File: config.mk
export PLATFORM = sky130hd
export DESIGN_NAME = midi_note_voice_allocator
export DESIGN_NICKNAME = d
export VERILOG_FILES = /design/src/hdl/mnva_pkg.sv /design/src/hdl/midi_note_voice_allocator.sv
export SDC_FILE = /design/constraint.sdc
export NUM_CORES = 1
export LEC_CHECK = 0
export BUFFER_PORTS_ARGS = -buffer_cell sky130_fd_sc_hd__buf_2
export CAP_MARGIN = 20
export CORE_UTILIZATION = 52
export DETAILED_ROUTE_END_ITERATION = 7
export GPL_TIMING_DRIVEN = 1
export PLACE_DENSITY = 0.81
export SETUP_SLACK_MARGIN = 0.02
export SYNTH_ARGS = -nofsm -noshare
export SYNTH_HDL_FRONTEND = slang
export SYNTH_SLANG_ARGS = --single-unit
export TNS_END_PERCENT = 10
File: constraint.sdc
create_clock -name clk -period 3.3 [get_ports clk]
set_clock_uncertainty 0.15 [all_clocks]
set_input_delay 0.33 -clock clk [delete_from_list [all_inputs] [get_ports clk]]
set_output_delay 0.33 -clock clk [all_outputs]
set_load 0.005 [all_outputs]
File: src/hdl/mnva_pkg.sv
// ----------------------------------------------------------------------------
// mnva_pkg
// types, constants and codes shared by the midi note voice allocator files
// ----------------------------------------------------------------------------
`default_nettype none

package mnva_pkg;

	// number of voices and the width of a voice counter
	localparam int VOICES = 4;
	localparam int VIDX_W = (VOICES > 1) ? $clog2(VOICES) : 1;

	// midi message constants
	localparam logic [3:0] CMD_NOTE_ON  = 4'h9;
	localparam logic [3:0] CMD_NOTE_OFF = 4'h8;

	// frame header kinds and gate level
	localparam logic [3:0]  HDR_PITCH   = 4'h3;
	localparam logic [3:0]  HDR_GATE    = 4'hF;
	localparam logic [23:0] GATE_ON     = 24'hFFFFFF;
	localparam logic [16:0] CENTER_BEND = 17'h10000;

	// item kinds
	localparam logic KIND_BYTE = 1'b0;
	localparam logic KIND_TICK = 1'b1;

	// byte assembly counts
	localparam logic [1:0] CNT_NONE   = 2'd0;
	localparam logic [1:0] CNT_STATUS = 2'd1;
	localparam logic [1:0] CNT_DATA1  = 2'd2;

	typedef struct packed {
		logic       kind;
		logic [7:0] rx_byte;
	} in_item_t;

	typedef struct packed {
		logic [1:0]  voice_index;
		logic [31:0] pitch_frame;
		logic [31:0] gate_frame;
		logic        last;
	} out_item_t;

	typedef enum logic [1:0] {
		ST_IDLE,
		ST_SCAN,
		ST_EMIT
	} state_t;

	typedef enum logic {
		OP_START,
		OP_STOP
	} op_t;

endpackage

`default_nettype wire

File: src/hdl/midi_note_voice_allocator.sv
// A midi byte item is taken while the block is idle; a completed Note On/Off
// message then scans the voices through one shared compare.
// A tick gives its first result the cycle after it is taken and one
// result per cycle (VOICES results) while out_ready is high; in_ready returns
// once the last result is taken. Reset (arst_n low) frees every voice and
// closes any open message.
// ----------------------------------------------------------------------------
// midi_note_voice_allocator
// assembles midi note messages into voice claims and releases, and emits
// pitch and gate frames for every voice on each refresh tick
// ----------------------------------------------------------------------------
`default_nettype none

module midi_note_voice_allocator (
	input  wire logic                 clk,
	input  wire logic                 arst_n,
	input  wire logic                 in_valid,
	output logic                      in_ready,
	input  wire mnva_pkg::in_item_t   in_data,
	output logic                      out_valid,
	input  wire logic                 out_ready,
	output mnva_pkg::out_item_t       out_data
);
	import mnva_pkg::*;

	state_t              state_q, state_d;
	op_t                 op_q;
	logic [7:0]          status_byte_q;
	logic [6:0]          first_data_q;
	logic [1:0]          byte_cnt_q;
	logic [VIDX_W-1:0]   vcnt_q;
	logic [VOICES-1:0]   voice_active_q;
	logic [6:0]          voice_note_q [VOICES];

	logic                in_acc;
	logic                out_acc;
	logic                is_last;
	logic                cur_active;
	logic                cur_hit;
	logic                msg_go;
	logic                cnt_clr;
	logic                cnt_inc;
	logic                claim_en;
	logic                clear_en;
	logic [VIDX_W-1:0]   wr_idx;
	logic [6:0]          cur_note;

	assign in_acc  = in_valid && in_ready;
	assign out_acc = out_valid && out_ready;
	assign is_last = (vcnt_q == VIDX_W'(VOICES - 1));

	// shared compare on the voice under the counter
	assign cur_active = voice_active_q[vcnt_q];
	assign cur_hit    = cur_active && (voice_note_q[vcnt_q] == first_data_q);

	// second data byte of a note on or note off message
	assign msg_go = in_acc && (in_data.kind == KIND_BYTE) && !in_data.rx_byte[7]
		&& (byte_cnt_q == CNT_DATA1)
		&& ((status_byte_q[7:4] == CMD_NOTE_ON) || (status_byte_q[7:4] == CMD_NOTE_OFF));

	// state register
	always_ff @(posedge clk or negedge arst_n) begin
		if (!arst_n) begin
			state_q <= ST_IDLE;
		end else begin
			state_q <= state_d;
		end
	end

	// sequencer: next state and control
	always_comb begin
		state_d   = state_q;
		in_ready  = 1'b0;
		out_valid = 1'b0;
		cnt_clr   = 1'b0;
		cnt_inc   = 1'b0;
		claim_en  = 1'b0;
		clear_en  = 1'b0;
		wr_idx    = vcnt_q;
		unique case (state_q)
			ST_IDLE: begin
				in_ready = 1'b1;
				if (in_acc && (in_data.kind == KIND_TICK)) begin
					state_d = ST_EMIT;
					cnt_clr = 1'b1;
				end else if (msg_go) begin
					state_d = ST_SCAN;
					cnt_clr = 1'b1;
				end
			end
			ST_SCAN: begin
				if (op_q == OP_START) begin
					if (!cur_active) begin
						claim_en = 1'b1;
						state_d  = ST_IDLE;
					end else if (is_last) begin
						// every voice busy: steal voice 0
						claim_en = 1'b1;
						wr_idx   = '0;
						state_d  = ST_IDLE;
					end else begin
						cnt_inc = 1'b1;
					end
				end else begin
					if (cur_hit) begin
						clear_en = 1'b1;
						state_d  = ST_IDLE;
					end else if (is_last) begin
						state_d = ST_IDLE;
					end else begin
						cnt_inc = 1'b1;
					end
				end
			end
			ST_EMIT: begin
				out_valid = 1'b1;
				if (out_acc) begin
					if (is_last) begin
						state_d = ST_IDLE;
					end else begin
						cnt_inc = 1'b1;
					end
				end
			end
			default: begin
				state_d = ST_IDLE;
			end
		endcase
	end

	// message assembly and voice counter
	always_ff @(posedge clk or negedge arst_n) begin
		if (!arst_n) begin
			status_byte_q  <= '0;
			first_data_q   <= '0;
			byte_cnt_q     <= CNT_NONE;
			vcnt_q         <= '0;
			op_q           <= OP_START;
			voice_active_q <= '0;
		end else begin
			if (in_acc && (in_data.kind == KIND_BYTE)) begin
				if (in_data.rx_byte[7]) begin
					status_byte_q <= in_data.rx_byte;
					byte_cnt_q    <= CNT_STATUS;
				end else if (byte_cnt_q == CNT_STATUS) begin
					first_data_q <= in_data.rx_byte[6:0];
					byte_cnt_q   <= CNT_DATA1;
				end else if (byte_cnt_q == CNT_DATA1) begin
					byte_cnt_q <= CNT_NONE;
				end
			end
			if (msg_go) begin
				// note on with zero velocity releases like note off
				if ((status_byte_q[7:4] == CMD_NOTE_ON) && (in_data.rx_byte[6:0] != 7'd0)) begin
					op_q <= OP_START;
				end else begin
					op_q <= OP_STOP;
				end
			end
			if (cnt_clr) begin
				vcnt_q <= '0;
			end else if (cnt_inc) begin
				vcnt_q <= vcnt_q + 1'b1;
			end
			if (claim_en) begin
				voice_active_q[wr_idx] <= 1'b1;
			end else if (clear_en) begin
				voice_active_q[wr_idx] <= 1'b0;
			end
		end
	end

	// voice notes
	always_ff @(posedge clk) begin
		if (claim_en) begin
			voice_note_q[wr_idx] <= first_data_q;
		end
	end

	// result frames for the voice under the counter
	assign cur_note = cur_active ? voice_note_q[vcnt_q] : 7'd0;

	always_comb begin
		out_data.voice_index = 2'(vcnt_q);
		out_data.pitch_frame = {1'b1, 3'(vcnt_q), HDR_PITCH, cur_note, CENTER_BEND};
		out_data.gate_frame  = {1'b1, 3'(vcnt_q), HDR_GATE, cur_active ? GATE_ON : 24'd0};
		out_data.last        = is_last;
	end

endmodule

`default_nettype wire

==> impl_results.md, run 1 <==
- Outcome: finished, final reports clean
- Port bufs: 52
- Setup Fix Bufs, Post-CTS: 0
- Max FO, Critical Path: 9
- P_sw: 783.8 uW
- Synth top area share: 29.83%
- Synth Register Bits: 50
- Avg Cell Area, Syn: 12.26 sq um
- Final period util: 83.04%
- Clock share of power: 17.0%
- Initial Util: 54.50%
- CP Data Required Time: 3.35 ns
- Sequential area share after synthesis: 49.36%
- Compound-Gate Fraction of Synth Area: 5.681%
- R2r startpoint: vcnt_q[0]$_DFFE_PN0P_
- Worst slew pin tran: 0.7244 ns
- CTS tree: yes
- Final min period: 2.740 ns
- Io pins: 82
- Most numerous cell in the Yosys netlist: buf_4
- Synth Cell Area: 2819 sq um
- Placer congestion estimate: 0.7375
- Fill count: 439
- Total Routing Usage GR: 17.69%
- N_diodes: 0
- Clk pin slew, worst setup/hold paths: 0.09 ns
- Asr flop ratio synth: 44.00%
- WS Path Type: flop to flop
- Gr ovfl total: 0
- Layout area overhead: 4.749%
- Setup TNS: 0 ns
- H-tree depth: 2
- Antenna viol nets, final: 0
- Switching Fraction: 34.17%
- Drt initial violations: 72
- CORE AREA: 5172 sq um
- Leading area contributor after synthesis: edfxtp_1
- Final Hold Vio Count: 0
- Maxcap violations: 0
- Critical path startpoint: vcnt_q[0]$_DFFE_PN0P_
- Hold_sp: in_data[1]
- Sequential group share of total power: 42.5%
- Root Driver: clkbuf_8
- Most area-consuming cells after synthesis: edfxtp_1 (30%), dfrtp_1 (20%), buf_4 (15%)
- XOR/XNOR Fraction of Synth Area: 2.175%
- RSZ-0062 raised after global routing: no
- Rows: 26
- Ys Warns: 0
- Post-Synth Adder-Cell Area: 3.551%
- Mux cell area share after synthesis: 11.05%
- Number of global-route vias before repair: 1,469
- Startpoint types: flop
- Largest family of logic cells by synthesized area: buffers and inverters
- DPL Wire Length: 3392 microns
- EDFF count, synth: 28
- First-pass GRT wire length: 6996 microns
- Flop2flop setup slack: 0.56 ns
- DRC: 0
- Final setup violating endpoints: 0
- Synth unique cells: 41
- Simple-Gate Fraction of Synth Area: 10.12%
- Clock Latency Late Sink: 0.30 ns
- Die Width: 75.63 microns
- Ys flop type: edfxtp_1
- Clock Tree Buf Depth: 2
- Combinational Power Share: 40.5%
- Power Dens Cells: 777.0 nW/um^2
- Vias per std cell: 4.970
- Die height: 75.63 microns
- CTS buffer count: 5
- DR pass1 iterations: 4
- CP endpoint kind: flop
- Layout Utilization: 57.09%
- Initial antenna violation count: 0
- Internal Pwr Total: 1.510 mW
- Slew Viols, Final: 0
- Largest net degree at the start of global routing: 34
- DR WL/cell: 13.77 microns
- Total wire length: 4558 microns
- Synth top cells by count: buf_4 (58), edfxtp_1 (28), dfrtp_1 (22)
- Relative slew slack: 51.53%
- Die Footprint: 5719 sq um
- Worst Path Arrival: 2.79 ns
- Clk sink count: 50
- Fmax: 364.9 MHz
- Via count: 1,645
- Peak VDD IR: 0.4230 mV
- Layout cell share with drive strength beyond 1: 33.33%
- Synth Instances: 230
- Worst min path class: input port to flop
- Final net count: 281
- LEAKAGE: 1.358 nW
## through the flow
stage                     instances  hold WS (ns)  instance area [sq um]  power, mW  worst slack [ns]
after CTS                       331        0.1247                   2953      2.310            0.5507
after detailed placement        322        0.1756                   2838      1.920            0.5642
final                           331        0.1300                   2953      2.294            0.5598
after global routing            331        0.1214                   2953      2.494            0.4464
after floorplan                 257       -0.1156                   2920      1.837            0.2118
after global placement          322        0.1713                   2838      1.892            0.6069
## critical path, cell delays in order, from the launching register on
cell	delay [ns]
dfrtp_1	0.63
mux4_2	0.59
xor2_1	0.16
or4_4	0.58
nor3_4	0.26
nand2b_1	0.09
a21o_1	0.18
## area by class of cell
cell class / instances / area, sq um / area share [%]
Clock buffer: 7 / 97.59 / 3.305
Timing Repair Buffer: 58 / 307.8 / 10.42
Clock inverter: 1 / 7.507 / 0.2542
Inverter: 9 / 33.78 / 1.144
Sequential cell: 50 / 1391 / 47.12
Tap cell: 70 / 87.58 / 2.966
Multi-Input combinational cell: 136 / 1027 / 34.79
## worst paths after layout
kind,endpoint,depth (start not counted)
min in group asynchronous,first_data_q[1]$_DFFE_PN0P_,2
hold reg to reg,status_byte_q[7]$_DFFE_PN0P_,1
max in group asynchronous,state_q[0]$_DFFE_PN0P_,2
hold / removal,first_data_q[1]$_DFFE_PN0P_,2
setup reg to reg,flop,6
setup / recovery,flop,6
## flip-flops by register name, summed over array words and instances (netlist names), named ones only
register	flops
byte_cnt_q	2
first_data_q	7
op_q	1
state_q	2
status_byte_q	4
vcnt_q	2
voice_note_q	28
## cell families (layout without fill, tap and decap cells)
| logic type | count (synthesis) | count (layout) |
|---|---|---|
| buffers and inverters | 71 | 75 |
| AOI/OAI and AO/OA | 23 | 23 |
| DFF | 50 | 50 |
| xor gates and xnor gates | 7 | 7 |
| other | 2 | 29 |
| adders and majority gates | 8 | 8 |
| and+or+nand+nor | 51 | 51 |
| muxes | 18 | 18 |
## cell usage in the layout (no fill, tap or decap), types with 4 or more instances in the layout
cell type and instances:
nor2_1 7, nand2_1 13, mux4_1 5, nand2b_1 4, xnor2_1 4, buf_2 52, and2_1 6, dfrtp_1 22
edfxtp_1 28, conb_1 29, buf_4 5, ha_1 8, inv_1 9, mux2_2 10, nor2b_1 5, clkbuf_8 5
a21oi_1 5, a21o_1 6
## power by group through the flow
stage / Sequential (mW) / Clock, mW / Combinational, mW
finish: 0.974 / 0.391 / 0.929
global route: 0.997 / 0.423 / 1.07
detailed placement: 0.990 / 0 / 0.930
CTS: 0.974 / 0.399 / 0.937
global placement: 0.980 / 0 / 0.912
floorplan: 0.935 / 0 / 0.902
## per-layer routing
layer,track usage [%],wire length (microns)
met5,0,0
met4,5.967,25
met3,4.894,253
met2,28.77,2215
met1,23.13,2064
## timing repair
item | CTS | global route
hold buffers | 1 | 0
endpoints found under the hold margin | 22 | 0
resized for setup | 0 | 0
(Power assumes the default switching activity.)
==> run 2, diff against run 1 <==
- clock period: 3.3 -> 2.65 ns (I/O delays scaled with it)
==> run 2 against run 1 <==
Compared with the run above:
- highest routed layer unchanged
- via count shrank 0.67%
- power up 28%
- setup slack worse by 0.46 ns
- final cell count up 1.8%
- critical path depth is 1 higher
==> impl_results.md, run 2 (synthesis gave the netlist of run 1 again) <==
- P_sw: 985.0 uW (+26%)
- DR WL/cell: 13.33 microns (-3.2%)
- Number of global-route vias before repair: 1,426 (-2.9%)
- Peak VDD IR: 0.4981 mV (+18%)
- Commonest non-fill, non-tap cell in the layout: buf_2
- Slowest stage cell, crit path: or4_4
- Worst R2R Path Depth: 7 (+1)
- Final Hold Vio Count: 0 (unchanged)
- Critical-path cell list: buf_12, mux4_2, xor2_1, or4_4, nor3_4, nand2b_1, a21o_1
- Max FO, Critical Path: 5 (-4)
- DRC: 0 (unchanged)
- Switching Fraction: 33.49% (-0.68 points)
- Internal Pwr Total: 1.956 mW (+30%)
- CTS tree: yes
- Maxcap violations: 0 (unchanged)
- H-tree depth: 2 (unchanged)
- Worst Hold Path EP: first_data_q[1]$_DFFE_PN0P_
- Root Driver: clkbuf_8
- Register area: 1393 sq um (about the same)
- LEAKAGE: 1.398 nW (+2.9%)
- Startpoint types: flop
- Fill count: 428 (-2.5%)
- Final setup violating endpoints: 0 (unchanged)
- Pwr Total: 2.941 mW (+28%)
- Largest regs: voice_note_q (28), first_data_q (7), status_byte_q (4)
- Largest Register: voice_note_q
- Critical path startpoint: vcnt_q[0]$_DFFE_PN0P_
- Final period util: 96.06% (+13 points)
- DPL Wire Length: 3265 microns (-3.7%)
- Layout area overhead: 7.146%
- Fin area: 3020 sq um (+2.3%)
- N_diodes: 0 (unchanged)
- Io pins: 82 (unchanged)
- RSZ-0062 raised after global routing: no
- Outcome: finished, final reports clean
- Worst Path Arrival: 2.60 ns (-0.19 ns)
- Initial antenna violation count: 0 (unchanged)
- Max reg flops: 28 (unchanged)
- R2r startpoint: vcnt_q[0]$_DFFE_PN0P_
- Die height: 75.63 microns (unchanged)
- Clock share of power: 17.4% (+0.4 points)
- CTS buffer count: 5 (unchanged)
- CP Data Required Time: 2.71 ns (-0.64 ns)
- Largest stage delay on the critical path: 0.58 ns (-0.05 ns)
- CORE AREA: 5172 sq um (unchanged)
- Hold Path Cell Cnt: 2 (unchanged)
- Clk pin slew, worst setup/hold paths: 0.09 ns (about the same)
- Dpl ws: -0.05230 ns (-0.6165 ns)
- Antenna viol nets, final: 0 (unchanged)
- Total Routing Usage GR: 16.90% (-0.79 points)
- Via count: 1,634 (-0.67%)
- CP endpoint kind: flop
- Port bufs: 52 (unchanged)
- Gr ovfl total: 0 (unchanged)
- Area of the multi-input gates: 1032 sq um (+0.49%)
- Worst min path class: input port to flop
- Hold_sp: in_data[1]
- WS Path Type: flop to flop
- Slew Viols, Final: 0 (unchanged)
- Clock Tree Buf Depth: 2 (unchanged)
- Drt initial violations: 73 (+1.4%)
- Combinational Power Share: 41.9% (+1.4 points)
- Clock Latency Late Sink: 0.31 ns (about the same)
- Clk sink count: 50 (unchanged)
- WP buf/inv: 1 (+1)
- Fmax: 392.8 MHz (+7.6%)
- Placer congestion estimate: 0.7656 (+3.8%)
- Largest net degree at the start of global routing: 32 (-5.9%)
- Die Footprint: 5719 sq um (unchanged)
- Final min period: 2.546 ns (-0.1946 ns)
- DR pass1 iterations: 4 (unchanged)
- Rows: 26 (unchanged)
- Crit path max-delay family: simple AND/OR/NAND/NOR gates
- Vias per std cell: 4.849 (-2.4%)
- Post-route setup slack: 0.1043 ns (-0.4554 ns)
- Sequential group share of total power: 40.8% (-1.7 points)
- Die Width: 75.63 microns (unchanged)
- Initial Util: 54.50% (unchanged)
- Placed Area: 2873 sq um (+1.2%)
- Worst hold slack: 0.05685 ns (-0.07311 ns)
- Layout cell share with drive strength beyond 1: 35.96% (+2.6 points)
- Power Dens Cells: 973.8 nW/um^2 (+25%)
- Final net count: 287 (+2.1%)
- First-pass GRT wire length: 6865 microns (-1.9%)
- Total wire length: 4492 microns (-1.4%)
- Flop2flop setup slack: 0.10 ns (-0.46 ns)
- Most frequent cells in the layout: buf_2 (52), conb_1 (29), edfxtp_1 (28)
-- run 2: changes by cell type in the layout (fill, tap and decap cells not counted), sizes merged --
cell      before  now
clkbuf         7    9
clkinvlp       1    0
buf           57   62
-- run 2: area by class of cell --
type / instances / area share (%)
Multi-Input combinational cell: 136 / 34.18
Timing Repair Buffer: 64 / 12.01
Clock buffer: 8 / 3.687
Inverter: 9 / 1.118
Tap cell: 70 / 2.900
Sequential cell: 50 / 46.11
-- run 2: through the flow --
step / instances / setup TNS (ns) / utilization [%]
6_report: 337 / 0 / 58.39
5_1_grt: 337 / 0 / 58.39
4_1_cts: 335 / 0 / 57.91
3_5_place_dp: 326 / -0.1097 / 55.54
3_3_place_gp: 326 / 0 / 55.54
2_1_floorplan: 257 / 0 / -
-- run 2: repair_timing --
action,in CTS,in global routing
endpoints found under the setup margin,7,2
hold endpoints to repair,22,0
pin swaps,0,0
setup buffers,0,2
gates resized for setup,1,0
hold buffers,1,0
-- run 2: worst max path at each step --
stage,end,slack (ns),depth (start not counted)
floorplan,voice_note_q[3][0]$_DFFE_PP_,0.03,6
global placement,flop,0.04,6
detailed placement,flop,-0.05,6
CTS,flop,0.06,6
global route,flop,0.05,7
finish,flop,0.10,7
-- run 2: power groups by stage --
stage | Combinational, mW | Clock [mW] | Sequential (mW)
after global routing | 1.43 | 0.543 | 1.23
after detailed placement | 1.18 | 0 | 1.23
after global placement | 1.16 | 0 | 1.22
after CTS | 1.19 | 0.522 | 1.22
after floorplan | 1.12 | 0 | 1.16
final | 1.23 | 0.511 | 1.20
-- run 2: routing by layer --
metal	wire [microns]	GRT usage, %	vias up
li1	-	-	783
met1	2007	21.57	781
met2	2236	28.67	64
met3	200	3.968	6
met4	48	5.556	0
met5	0	0	-
-- run 2: worst reg2reg max path: stages, from the launching register on --
cell and delay [ns]:
dfrtp_2 0.40, buf_12 0.12, mux4_2 0.51, xor2_1 0.16
or4_4 0.58, nor3_4 0.25, nand2b_1 0.10, a21o_1 0.18
